$ cat config.mk
export PLATFORM = sky130hd
export DESIGN_NAME = integer_to_text_formatter
export DESIGN_NICKNAME = d
export VERILOG_FILES = /design/src/hw/rtl/ift_pkg.sv /design/src/hw/rtl/ift_div.sv /design/src/hw/rtl/integer_to_text_formatter.sv
export VERILOG_INCLUDE_DIRS = /design/src /design/src/hw/rtl
export SDC_FILE = /design/constraint.sdc
export NUM_CORES = 1
export LEC_CHECK = 0
export BUFFER_PORTS_ARGS = -buffer_cell sky130_fd_sc_hd__buf_2
export CAP_MARGIN = 10
export CORE_ASPECT_RATIO = 1.25
export CORE_MARGIN = 1
export CORE_UTILIZATION = 40
export DETAILED_ROUTE_END_ITERATION = 8
export PLACE_DENSITY_LB_ADDON = 0.1
export SLEW_MARGIN = 20
export SYNTH_ARGS = -nofsm -noshare
export SYNTH_HDL_FRONTEND = slang
export SYNTH_SLANG_ARGS = --single-unit
$ cat constraint.sdc
create_clock -name clk_i -period 13.6 [get_ports clk_i]
set_input_delay 0.68 -clock clk_i [delete_from_list [all_inputs] [get_ports clk_i]]
set_output_delay 0.68 -clock clk_i [all_outputs]
set_load 0.02 [all_outputs]
$ cat src/hw/rtl/integer_to_text_formatter_assert.svh
// Assertion macros for the integer-to-text formatter.
// Used by the top level; needs a clock and an active-low reset name.
`ifndef INTEGER_TO_TEXT_FORMATTER_ASSERT_SVH
`define INTEGER_TO_TEXT_FORMATTER_ASSERT_SVH

// same-cycle implication, off during reset
`define IFT_ASSERT_IMPLIES(lbl, clk, rstn, ante, cons, msg) \
  lbl: assert property (@(posedge clk) disable iff (!rstn) (ante) |-> (cons)) else $error(msg);

// next-cycle implication, off during reset
`define IFT_ASSERT_NEXT(lbl, clk, rstn, ante, cons, msg) \
  lbl: assert property (@(posedge clk) disable iff (!rstn) (ante) |=> (cons)) else $error(msg);

`endif

$ cat src/hw/rtl/ift_pkg.sv
// Package for the integer-to-text formatter: sizes, character codes,
// state encodings, divider status type and the digit-to-ASCII function.
// No dependencies.
`timescale 1ns / 1ps
`default_nettype none

package ift_pkg;

  localparam int VALUE_BITS  = 32;
  localparam int DIGIT_SLOTS = 32;
  localparam int MAX_FIELD   = 60;

  localparam int RADIX_W = 6;
  localparam int FIELD_W = 6;
  localparam int DIGIT_W = 6;
  localparam int CHAR_W  = 8;
  // character counts: up to 60 digits plus sign and prefix
  localparam int CNT_W   = 7;
  localparam int RESULT_CAP = 64;

  localparam logic [RADIX_W-1:0] RADIX_MIN = 6'd2;
  localparam logic [RADIX_W-1:0] RADIX_MAX = 6'd36;
  localparam logic [RADIX_W-1:0] RADIX_OCT = 6'd8;
  localparam logic [RADIX_W-1:0] RADIX_HEX = 6'd16;

  localparam logic [CHAR_W-1:0] CH_NUL   = 8'h00;
  localparam logic [CHAR_W-1:0] CH_SPACE = 8'h20;
  localparam logic [CHAR_W-1:0] CH_PLUS  = 8'h2B;
  localparam logic [CHAR_W-1:0] CH_MINUS = 8'h2D;
  localparam logic [CHAR_W-1:0] CH_ZERO  = 8'h30;
  localparam logic [CHAR_W-1:0] CH_UC_A  = 8'h41;
  localparam logic [CHAR_W-1:0] CH_LC_A  = 8'h61;
  localparam logic [CHAR_W-1:0] CH_UC_X  = 8'h58;
  localparam logic [CHAR_W-1:0] CH_LC_X  = 8'h78;

  typedef enum logic [4:0] {
    ST_IDLE  = 5'b00001,
    ST_DIV   = 5'b00010,
    ST_SETUP = 5'b00100,
    ST_EMIT  = 5'b01000,
    ST_BAD   = 5'b10000
  } state_e;

  typedef enum logic [5:0] {
    SEG_LEAD  = 6'b000001,
    SEG_SIGN  = 6'b000010,
    SEG_PFX   = 6'b000100,
    SEG_ZERO  = 6'b001000,
    SEG_DIG   = 6'b010000,
    SEG_TRAIL = 6'b100000
  } seg_e;

  typedef struct packed {
    logic busy;
    logic done;
  } div_stat_t;

  function automatic logic [CHAR_W-1:0] digit_char(input logic [DIGIT_W-1:0] d,
                                                   input logic upper);
    logic [CHAR_W-1:0] dx;
    dx = {2'b00, d};
    if (d < 6'd10) begin
      digit_char = CH_ZERO + dx;
    end else begin
      digit_char = (upper ? CH_UC_A : CH_LC_A) + dx - 8'd10;
    end
  endfunction

endpackage

`default_nettype wire

$ cat src/hw/rtl/ift_div.sv
// Shared restoring divider: one quotient bit per cycle, small divisor.
// Gives quotient and remainder with a one-cycle done pulse once all VALUE_BITS quotient bits are in.
// Depends on ift_pkg.
`timescale 1ns / 1ps
`default_nettype none

module ift_div #(
  parameter int VALUE_BITS = ift_pkg::VALUE_BITS
) (
  input  wire logic                            clk_i,
  input  wire logic                            rst_ni,
  input  wire logic                            start_i,
  input  wire logic [VALUE_BITS-1:0]           dividend_i,
  input  wire logic [ift_pkg::RADIX_W-1:0]     divisor_i,
  output ift_pkg::div_stat_t                   stat_o,
  output logic      [VALUE_BITS-1:0]           quot_o,
  output logic      [ift_pkg::DIGIT_W-1:0]     rem_o
);

  localparam int BW = $clog2(VALUE_BITS + 1);

  logic                            busy_q, done_q;
  logic [BW-1:0]                   bit_q;
  logic [VALUE_BITS-1:0]           work_q;
  logic [ift_pkg::DIGIT_W-1:0]     rem_q;
  logic [ift_pkg::RADIX_W-1:0]     div_q;
  logic [ift_pkg::DIGIT_W:0]       trial, diff;
  logic                            ge;

  always_comb begin
    trial = {rem_q, work_q[VALUE_BITS-1]};
    ge    = trial >= {1'b0, div_q};
    diff  = trial - {1'b0, div_q};
  end

  always_ff @(posedge clk_i or negedge rst_ni) begin
    if (!rst_ni) begin
      busy_q <= 1'b0;
      done_q <= 1'b0;
      bit_q  <= '0;
    end else if (start_i) begin
      busy_q <= 1'b1;
      done_q <= 1'b0;
      bit_q  <= BW'(VALUE_BITS);
    end else if (busy_q) begin
      bit_q <= bit_q - BW'(1);
      if (bit_q == BW'(1)) begin
        busy_q <= 1'b0;
        done_q <= 1'b1;
      end
    end else begin
      done_q <= 1'b0;
    end
  end

  always_ff @(posedge clk_i) begin
    if (start_i) begin
      work_q <= dividend_i;
      rem_q  <= '0;
      div_q  <= divisor_i;
    end else if (busy_q) begin
      work_q <= {work_q[VALUE_BITS-2:0], ge};
      rem_q  <= ge ? diff[ift_pkg::DIGIT_W-1:0] : trial[ift_pkg::DIGIT_W-1:0];
    end
  end

  assign stat_o.busy = busy_q;
  assign stat_o.done = done_q;
  assign quot_o      = work_q;
  assign rem_o       = rem_q;

endmodule

`default_nettype wire

$ cat src/hw/rtl/integer_to_text_formatter.sv
// Channel | dir | beat
// in      | in  | value, radix, min_width, min_digits, format flags
// out     | out | one ASCII character, last, bad_radix
//
// Flow: the D digits (D is the length of the magnitude in the radix, at least 1) come one
// by one from the shared bit-serial divider, then a setup state, then one character per
// cycle while out is not stalled, with a pause at each of up to five segment switches.
// A bad radix goes through ST_BAD to one error beat. Ready only while idle; stalls on out hold emission.
// Reset clears control only; the digit store needs no clearing pass.
// Top level; depends on ift_pkg, ift_div and integer_to_text_formatter_assert.svh.
`timescale 1ns / 1ps
`default_nettype none
`include "integer_to_text_formatter_assert.svh"

module integer_to_text_formatter #(
  parameter int VALUE_BITS  = ift_pkg::VALUE_BITS,
  parameter int DIGIT_SLOTS = ift_pkg::DIGIT_SLOTS,
  parameter int MAX_FIELD   = ift_pkg::MAX_FIELD
) (
  input  wire logic                          clk_i,
  input  wire logic                          rst_ni,
  input  wire logic                          in_valid_i,
  output logic                               in_ready_o,
  input  wire logic [31:0]                   value_i,
  input  wire logic [ift_pkg::RADIX_W-1:0]   radix_i,
  input  wire logic [ift_pkg::FIELD_W-1:0]   min_width_i,
  input  wire logic [ift_pkg::FIELD_W-1:0]   min_digits_i,
  input  wire logic                          zero_pad_i,
  input  wire logic                          is_signed_i,
  input  wire logic                          plus_sign_i,
  input  wire logic                          space_sign_i,
  input  wire logic                          left_justify_i,
  input  wire logic                          alt_prefix_i,
  input  wire logic                          upper_case_i,
  output logic                               out_valid_o,
  input  wire logic                          out_ready_i,
  output logic      [ift_pkg::CHAR_W-1:0]    character_o,
  output logic                               last_o,
  output logic                               bad_radix_o
);

  localparam int IDX_W = $clog2(DIGIT_SLOTS);
  localparam int NDC_W = $clog2(DIGIT_SLOTS + 1);
  localparam int CNT_W = ift_pkg::CNT_W;
  localparam int FW    = ift_pkg::FIELD_W;
  localparam int CW    = ift_pkg::CHAR_W;

  ift_pkg::state_e state_q, state_d;
  ift_pkg::seg_e   seg_q, seg_d;

  logic [CNT_W-1:0]              cnt_q, cnt_d, tot_q, tot_d;
  logic [NDC_W-1:0]              count_q, count_d;
  logic [IDX_W-1:0]              rd_idx_q, rd_idx_d;
  logic [ift_pkg::DIGIT_W-1:0]   digit_store_q [DIGIT_SLOTS];
  logic [ift_pkg::DIGIT_W-1:0]   rd_q;

  // latched item
  logic [ift_pkg::RADIX_W-1:0]   radix_q;
  logic [FW-1:0]                 wsat_q, psat_q;
  logic                          left_q, zpad_q, upper_q, sign_len_q;
  logic [1:0]                    pfx_len_q;
  logic [CW-1:0]                 sign_ch_q;
  logic [CNT_W-1:0]              zero_q, trail_q;

  // output register
  logic                          out_valid_q, out_valid_d, out_load;
  logic [CW-1:0]                 char_q, char_d;
  logic                          last_q, last_d, bad_q, bad_d;
  logic                          out_free;

  // divider
  ift_pkg::div_stat_t            div_stat;
  logic                          div_start;
  logic [VALUE_BITS-1:0]         div_dividend, div_quot;
  logic [ift_pkg::RADIX_W-1:0]   div_divisor;
  logic [ift_pkg::DIGIT_W-1:0]   div_rem;

  // input decode
  logic                          in_acc, radix_bad, neg;
  logic [63:0]                   val64;
  logic [VALUE_BITS-1:0]         val_v, mag;
  logic [FW-1:0]                 wsat_in, psat_in;

  // setup math
  logic [CNT_W-1:0]              nd, p_ext, w_ext, p_eff, overhead, pad, tot_full;
  logic                          mem_we;

  assign in_ready_o = (state_q == ift_pkg::ST_IDLE);
  assign in_acc     = in_valid_i && in_ready_o;
  assign out_free   = !out_valid_q || out_ready_i;

  always_comb begin
    val64     = {32'b0, value_i};
    val_v     = val64[VALUE_BITS-1:0];
    neg       = is_signed_i && val_v[VALUE_BITS-1];
    mag       = neg ? (~val_v + VALUE_BITS'(1)) : val_v;
    radix_bad = (radix_i < ift_pkg::RADIX_MIN) || (radix_i > ift_pkg::RADIX_MAX);
    wsat_in   = (min_width_i > FW'(MAX_FIELD)) ? FW'(MAX_FIELD) : min_width_i;
    psat_in   = (min_digits_i > FW'(MAX_FIELD)) ? FW'(MAX_FIELD) : min_digits_i;
  end

  always_comb begin
    nd       = CNT_W'(count_q);
    p_ext    = CNT_W'(psat_q);
    w_ext    = CNT_W'(wsat_q);
    p_eff    = (p_ext > nd) ? p_ext : nd;
    overhead = p_eff + CNT_W'(sign_len_q) + CNT_W'(pfx_len_q);
    pad      = (w_ext > overhead) ? (w_ext - overhead) : '0;
    tot_full = pad + overhead;
  end

  assign div_start    = (in_acc && !radix_bad) ||
                        ((state_q == ift_pkg::ST_DIV) && div_stat.done &&
                         (div_quot != '0));
  assign div_dividend = in_ready_o ? mag : div_quot;
  assign div_divisor  = in_ready_o ? radix_i : radix_q;
  assign mem_we       = (state_q == ift_pkg::ST_DIV) && div_stat.done &&
                        (count_q < NDC_W'(DIGIT_SLOTS));

  ift_div #(
    .VALUE_BITS (VALUE_BITS)
  ) u_div (
    .clk_i      (clk_i),
    .rst_ni     (rst_ni),
    .start_i    (div_start),
    .dividend_i (div_dividend),
    .divisor_i  (div_divisor),
    .stat_o     (div_stat),
    .quot_o     (div_quot),
    .rem_o      (div_rem)
  );

  always_comb begin
    state_d     = state_q;
    seg_d       = seg_q;
    cnt_d       = cnt_q;
    tot_d       = tot_q;
    count_d     = count_q;
    rd_idx_d    = rd_idx_q;
    out_load    = 1'b0;
    char_d      = char_q;
    last_d      = last_q;
    bad_d       = bad_q;

    case (state_q)
      ift_pkg::ST_IDLE: begin
        if (in_acc) begin
          count_d = '0;
          state_d = radix_bad ? ift_pkg::ST_BAD : ift_pkg::ST_DIV;
        end
      end
      ift_pkg::ST_BAD: begin
        if (out_free) begin
          out_load = 1'b1;
          char_d   = ift_pkg::CH_NUL;
          last_d   = 1'b1;
          bad_d    = 1'b1;
          state_d  = ift_pkg::ST_IDLE;
        end
      end
      ift_pkg::ST_DIV: begin
        if (div_stat.done) begin
          if (mem_we) count_d = count_q + NDC_W'(1);
          if (div_quot == '0) state_d = ift_pkg::ST_SETUP;
        end
      end
      ift_pkg::ST_SETUP: begin
        seg_d    = ift_pkg::SEG_LEAD;
        cnt_d    = (!zpad_q && !left_q) ? pad : '0;
        tot_d    = (tot_full > CNT_W'(ift_pkg::RESULT_CAP)) ?
                   CNT_W'(ift_pkg::RESULT_CAP) : tot_full;
        rd_idx_d = IDX_W'(count_q - NDC_W'(1));
        state_d  = ift_pkg::ST_EMIT;
      end
      ift_pkg::ST_EMIT: begin
        if (cnt_q == '0) begin
          // segment done: move on and load the next length
          case (seg_q)
            ift_pkg::SEG_LEAD: begin
              seg_d = ift_pkg::SEG_SIGN;
              cnt_d = CNT_W'(sign_len_q);
            end
            ift_pkg::SEG_SIGN: begin
              seg_d = ift_pkg::SEG_PFX;
              cnt_d = CNT_W'(pfx_len_q);
            end
            ift_pkg::SEG_PFX: begin
              seg_d = ift_pkg::SEG_ZERO;
              cnt_d = zero_q;
            end
            ift_pkg::SEG_ZERO: begin
              seg_d = ift_pkg::SEG_DIG;
              cnt_d = nd;
            end
            ift_pkg::SEG_DIG: begin
              seg_d = ift_pkg::SEG_TRAIL;
              cnt_d = trail_q;
            end
            default: begin
              seg_d = ift_pkg::SEG_TRAIL;
              cnt_d = '0;
            end
          endcase
        end else if (out_free) begin
          out_load = 1'b1;
          last_d   = (tot_q == CNT_W'(1));
          bad_d    = 1'b0;
          cnt_d    = cnt_q - CNT_W'(1);
          tot_d    = tot_q - CNT_W'(1);
          case (seg_q)
            ift_pkg::SEG_SIGN: char_d = sign_ch_q;
            ift_pkg::SEG_PFX: begin
              char_d = ((pfx_len_q == 2'd2) && (cnt_q == CNT_W'(1))) ?
                       (upper_q ? ift_pkg::CH_UC_X : ift_pkg::CH_LC_X) :
                       ift_pkg::CH_ZERO;
            end
            ift_pkg::SEG_ZERO: char_d = ift_pkg::CH_ZERO;
            ift_pkg::SEG_DIG: begin
              char_d   = ift_pkg::digit_char(rd_q, upper_q);
              rd_idx_d = rd_idx_q - IDX_W'(1);
            end
            default: char_d = ift_pkg::CH_SPACE;
          endcase
          if (tot_q == CNT_W'(1)) state_d = ift_pkg::ST_IDLE;
        end
      end
      default: state_d = ift_pkg::ST_IDLE;
    endcase
  end

  always_comb begin
    if (out_load) out_valid_d = 1'b1;
    else if (out_ready_i) out_valid_d = 1'b0;
    else out_valid_d = out_valid_q;
  end

  always_ff @(posedge clk_i or negedge rst_ni) begin
    if (!rst_ni) begin
      state_q     <= ift_pkg::ST_IDLE;
      seg_q       <= ift_pkg::SEG_LEAD;
      cnt_q       <= '0;
      tot_q       <= '0;
      count_q     <= '0;
      rd_idx_q    <= '0;
      out_valid_q <= 1'b0;
    end else begin
      state_q     <= state_d;
      seg_q       <= seg_d;
      cnt_q       <= cnt_d;
      tot_q       <= tot_d;
      count_q     <= count_d;
      rd_idx_q    <= rd_idx_d;
      out_valid_q <= out_valid_d;
    end
  end

  // payload registers
  always_ff @(posedge clk_i) begin
    char_q <= char_d;
    last_q <= last_d;
    bad_q  <= bad_d;
    if (in_acc) begin
      radix_q    <= radix_i;
      wsat_q     <= wsat_in;
      psat_q     <= psat_in;
      left_q     <= left_justify_i;
      zpad_q     <= zero_pad_i && !left_justify_i;
      upper_q    <= upper_case_i;
      sign_len_q <= neg || (is_signed_i && (plus_sign_i || space_sign_i));
      sign_ch_q  <= neg ? ift_pkg::CH_MINUS :
                    (plus_sign_i ? ift_pkg::CH_PLUS : ift_pkg::CH_SPACE);
      pfx_len_q  <= !alt_prefix_i ? 2'd0 :
                    (radix_i == ift_pkg::RADIX_HEX) ? 2'd2 :
                    (radix_i == ift_pkg::RADIX_OCT) ? 2'd1 : 2'd0;
    end
    if (state_q == ift_pkg::ST_SETUP) begin
      zero_q  <= (zpad_q ? pad : '0) + (p_eff - nd);
      trail_q <= left_q ? pad : '0;
    end
  end

  // digit store, least significant digit first
  always_ff @(posedge clk_i) begin
    if (mem_we) digit_store_q[count_q[IDX_W-1:0]] <= div_rem;
    rd_q <= digit_store_q[rd_idx_d];
  end

  assign out_valid_o = out_valid_q;
  assign character_o = char_q;
  assign last_o      = last_q;
  assign bad_radix_o = bad_q;

  `IFT_ASSERT_IMPLIES(a_div_done_in_div, clk_i, rst_ni, div_stat.done, state_q == ift_pkg::ST_DIV, "divider finished outside digit phase")
  `IFT_ASSERT_IMPLIES(a_idle_div_quiet, clk_i, rst_ni, in_ready_o, !div_stat.busy, "divider busy while idle")
  `IFT_ASSERT_NEXT(a_busy_after_beat, clk_i, rst_ni, in_acc, !in_ready_o, "ready right after input beat")
  `IFT_ASSERT_IMPLIES(a_bad_single, clk_i, rst_ni, out_valid_o && bad_radix_o, last_o && (character_o == ift_pkg::CH_NUL), "error beat malformed")

endmodule

`default_nettype wire

==> flow_metrics.tcl <==
set metrics [dict create \
    outcome "finished, final reports clean" \
    finalSetupTns_ns 0 \
    synth_seq_cells 338 \
    numPortBuffers 72 \
    antenna_found_initial 1 \
    max_freq_ghz 0.134 \
    cts_sinks 338 \
    dr_total_vias 11800 \
    core_area_sq_um 41400 \
    grt_use_total 0.206 \
    drive_gt1_frac 0.112 \
    tightest_slew_ns 1.06 \
    powerDensity_nw_per_um2 246 \
    grt_overflow 0 \
    synth_edf_count 281 \
    first_global_vias 11800 \
    yosys_warnings 0 \
    synth.distinct_cells 80 \
    initial_core_util 0.409 \
    synthArstFlopShare 0.133 \
    drtIter0Drc 712 \
    root_buffer "clkbuf_16" \
    finalCritPeriodShare 0.550 \
    finalNonFillerCells 2154 \
    path_class "flip-flop to flip-flop" \
    hold_path.class "input pin to async pin" \
    cts-buffers-inserted 37 \
    grt_max_degree 84 \
    drcViolationCount 0 \
    die_area_sq_um 43200 \
    cts_setup_buffers 0 \
    crit_required_ns 14.02 \
    ant_nets 0 \
    die_w_um 186 \
    start_kind "flip-flop" \
    dp_hpwl_um 29200 \
    viasPerCell 5.48 \
    diodes 0 \
    cts-resized-gates 0 \
    place.gp.congestion 0.839 \
    syn_area_sq_um 17000 \
    synth_cells 1520 \
    hold_viol_final 0 \
    synthToLayoutAreaGrowth_pct 12.1 \
    wl_per_cell_um 19.9 \
    fin_crit_ns 7.48 \
    p_leak_nw 6.94 \
    drt_pre_antenna_iters 7 \
    synth_nets 1645 \
    synth_seq_area_share 0.578 \
    setup.worst_path.end_class "flip-flop" \
    arrival_ns 7.91 \
    final_core_utilization 0.459 \
    grt_pass1_wl_um 67500 \
    insertion_delay_ns 0.53 \
    crit_fanout 11 \
    rows 83 \
    timing.hold.ws_ns 0.265 \
    htree_levels 2 \
    power_mw 4.68 \
    die_h_um 232 \
    synth_ff_type "edfxtp_1" \
    fin_worst_skew_ns 0.0100 \
    ctsHoldBuffers 0 \
    clkTransAtPathRegs_ns 0.06 \
    clk_path_buf_depth 3 \
    max_stage_delay_ns 0.65 \
    finalMaxSlewViolations 0 \
    final_nets 1698 \
    syn_area_per_cell_sq_um 11.2 \
    boundaryPins 73 \
    placed_cells 2086 \
    cts_tree "built" \
    finalSetupViolations 0 \
    wl_um 42900 \
    vdd_drop_max_mv 0.154 \
    maxCapViolCount 0 \
    rsz0062_at_grt "no" \
    rrSetupSlack_ns 6.12 \
    slew_headroom 0.292 \
    cp_slowest_cell "a211oi_1" \
]
## stage by stage
step | worst slack (ns) | cell area (sq um)
after floorplan | 6.60 | 17000
after global placement | 6.34 | 17800
after detailed placement | 6.17 | 17800
after CTS | 6.13 | 19000
after global routing | 5.47 | 19000
final | 6.12 | 19000
## final timing paths
check                                from        endpoint  cells after the start
min                                rst_ni  u_div.bit_q[5]                      2
min reg2reg                      tot_q[5]        tot_q[5]                      2
max in group asynchronous          rst_ni      count_q[2]                      2
max                            count_q[3]        tot_q[1]                     28
min in group clk_i         left_justify_i          left_q                      1
max reg2reg                    count_q[3]        tot_q[1]                     28
## flip-flops by register name, indices dropped and copies added (netlist names), 7 cells and up
name and count:
character_o 8, cnt_q 7, digit_store_q 192, tot_q 7
zero_q 7, u_div.quot_o 32, trail_q 7
## cell families (layout without fill, tap and decap cells)
| family | count (synthesis) | count (layout) | synth area share |
|---|---|---|---|
| mux | 14 | 14 | 0.00849 |
| flops | 338 | 338 | 0.578 |
| simple gates | 553 | 553 | 0.155 |
| fa+ha+maj | 64 | 64 | 0.0525 |
| buf+inv | 151 | 233 | 0.0394 |
| xor+xnor | 65 | 65 | 0.0336 |
| compound gates | 335 | 335 | 0.133 |
## placed cells by master, fill, tap and decap left out, types with 7 or more instances in the layout
cell | Yosys | routed
a31oi_1 | 29 | 29
edfxtp_1 | 281 | 281
o21ai_0 | 43 | 43
nand2_1 | 214 | 213
nand4_1 | 11 | 11
fa_1 | 12 | 12
clkinv_2 | 0 | 8
inv_1 | 68 | 68
clkbuf_16 | 0 | 39
a32oi_1 | 13 | 13
dfxtp_1 | 12 | 9
o41ai_1 | 7 | 7
xor2_1 | 31 | 31
or3_1 | 9 | 9
a32o_1 | 12 | 12
ha_1 | 52 | 52
nand3_1 | 25 | 25
a22o_1 | 10 | 10
o31ai_1 | 9 | 9
xnor2_1 | 34 | 34
a211oi_1 | 31 | 31
buf_2 | 22 | 72
mux2i_1 | 11 | 11
o22ai_1 | 19 | 19
nor4_1 | 17 | 17
nor3_1 | 26 | 26
clkbuf_1 | 34 | 12
nand2b_1 | 9 | 9
buf_4 | 9 | 18
and3_1 | 22 | 22
a21oi_1 | 104 | 104
nor2b_1 | 18 | 18
nor3b_1 | 10 | 10
nor2_1 | 137 | 137
nand3b_1 | 7 | 7
dfrtp_1 | 43 | 43
and2_1 | 22 | 21
## layout make-up
class / count / area, sq um
fillers: 3858 / 22400
flip-flops and latches: 338 / 9810
multi-input cells: 1031 / 6510
clock buffers: 54 / 1060
well taps: 552 / 691
repair buffers: 90 / 495
inverters: 75 / 284
clock inverters: 14 / 154
## worst max-delay path: cells and delay by family, from the launching register on
kind	cells	cell delay, ns
and+or+nand+nor	8	1.10
AOI/OAI and AO/OA	9	2.83
DFF	1	0.53
xor gates and xnor gates	1	0.24
buffers and inverters	5	0.84
adders and majority gates	5	1.82
## metal layers
layer	global-route usage	share of wire	vias up
met1	0.257	0.42	5784
met2	0.362	0.51	246
li1	-	-	5691
met5	0	0.00026	-
met3	0.0248	0.035	72
met4	0.0727	0.031	2
## where the power goes
part	leakage (nW)	switching, mW	internal, mW
sequential	3.24	0.176	1.45
clock	0.595	0.412	0.602
combinational	3.11	1.28	0.757
## synth_stat cells (all sizes together) (10+ instances only)
| cell type | instances | share of area |
|---|---|---|
| a211oi | 31 | 0.014 |
| a21oi | 104 | 0.031 |
| a22o | 10 | 0.0052 |
| a31oi | 29 | 0.011 |
| a32o | 12 | 0.0071 |
| a32oi | 13 | 0.0067 |
| and2 | 23 | 0.0086 |
| and3 | 22 | 0.0081 |
| buf | 42 | 0.015 |
| clkbuf | 34 | 0.0075 |
| dfrtp | 43 | 0.063 |
| dfxtp | 12 | 0.014 |
| edfxtp | 281 | 0.50 |
| fa | 12 | 0.014 |
| ha | 52 | 0.038 |
| inv | 71 | 0.016 |
| mux2i | 11 | 0.0065 |
| nand2 | 214 | 0.047 |
| nand3 | 25 | 0.0074 |
| nand4 | 11 | 0.0041 |
| nor2 | 137 | 0.030 |
| nor2b | 18 | 0.0066 |
| nor3 | 28 | 0.0089 |
| nor3b | 10 | 0.0044 |
| nor4 | 23 | 0.011 |
| o21ai | 45 | 0.013 |
| o22ai | 19 | 0.0070 |
| xnor2 | 34 | 0.018 |
| xor2 | 31 | 0.016 |
Note: power is estimated with default switching activity, not from simulation.
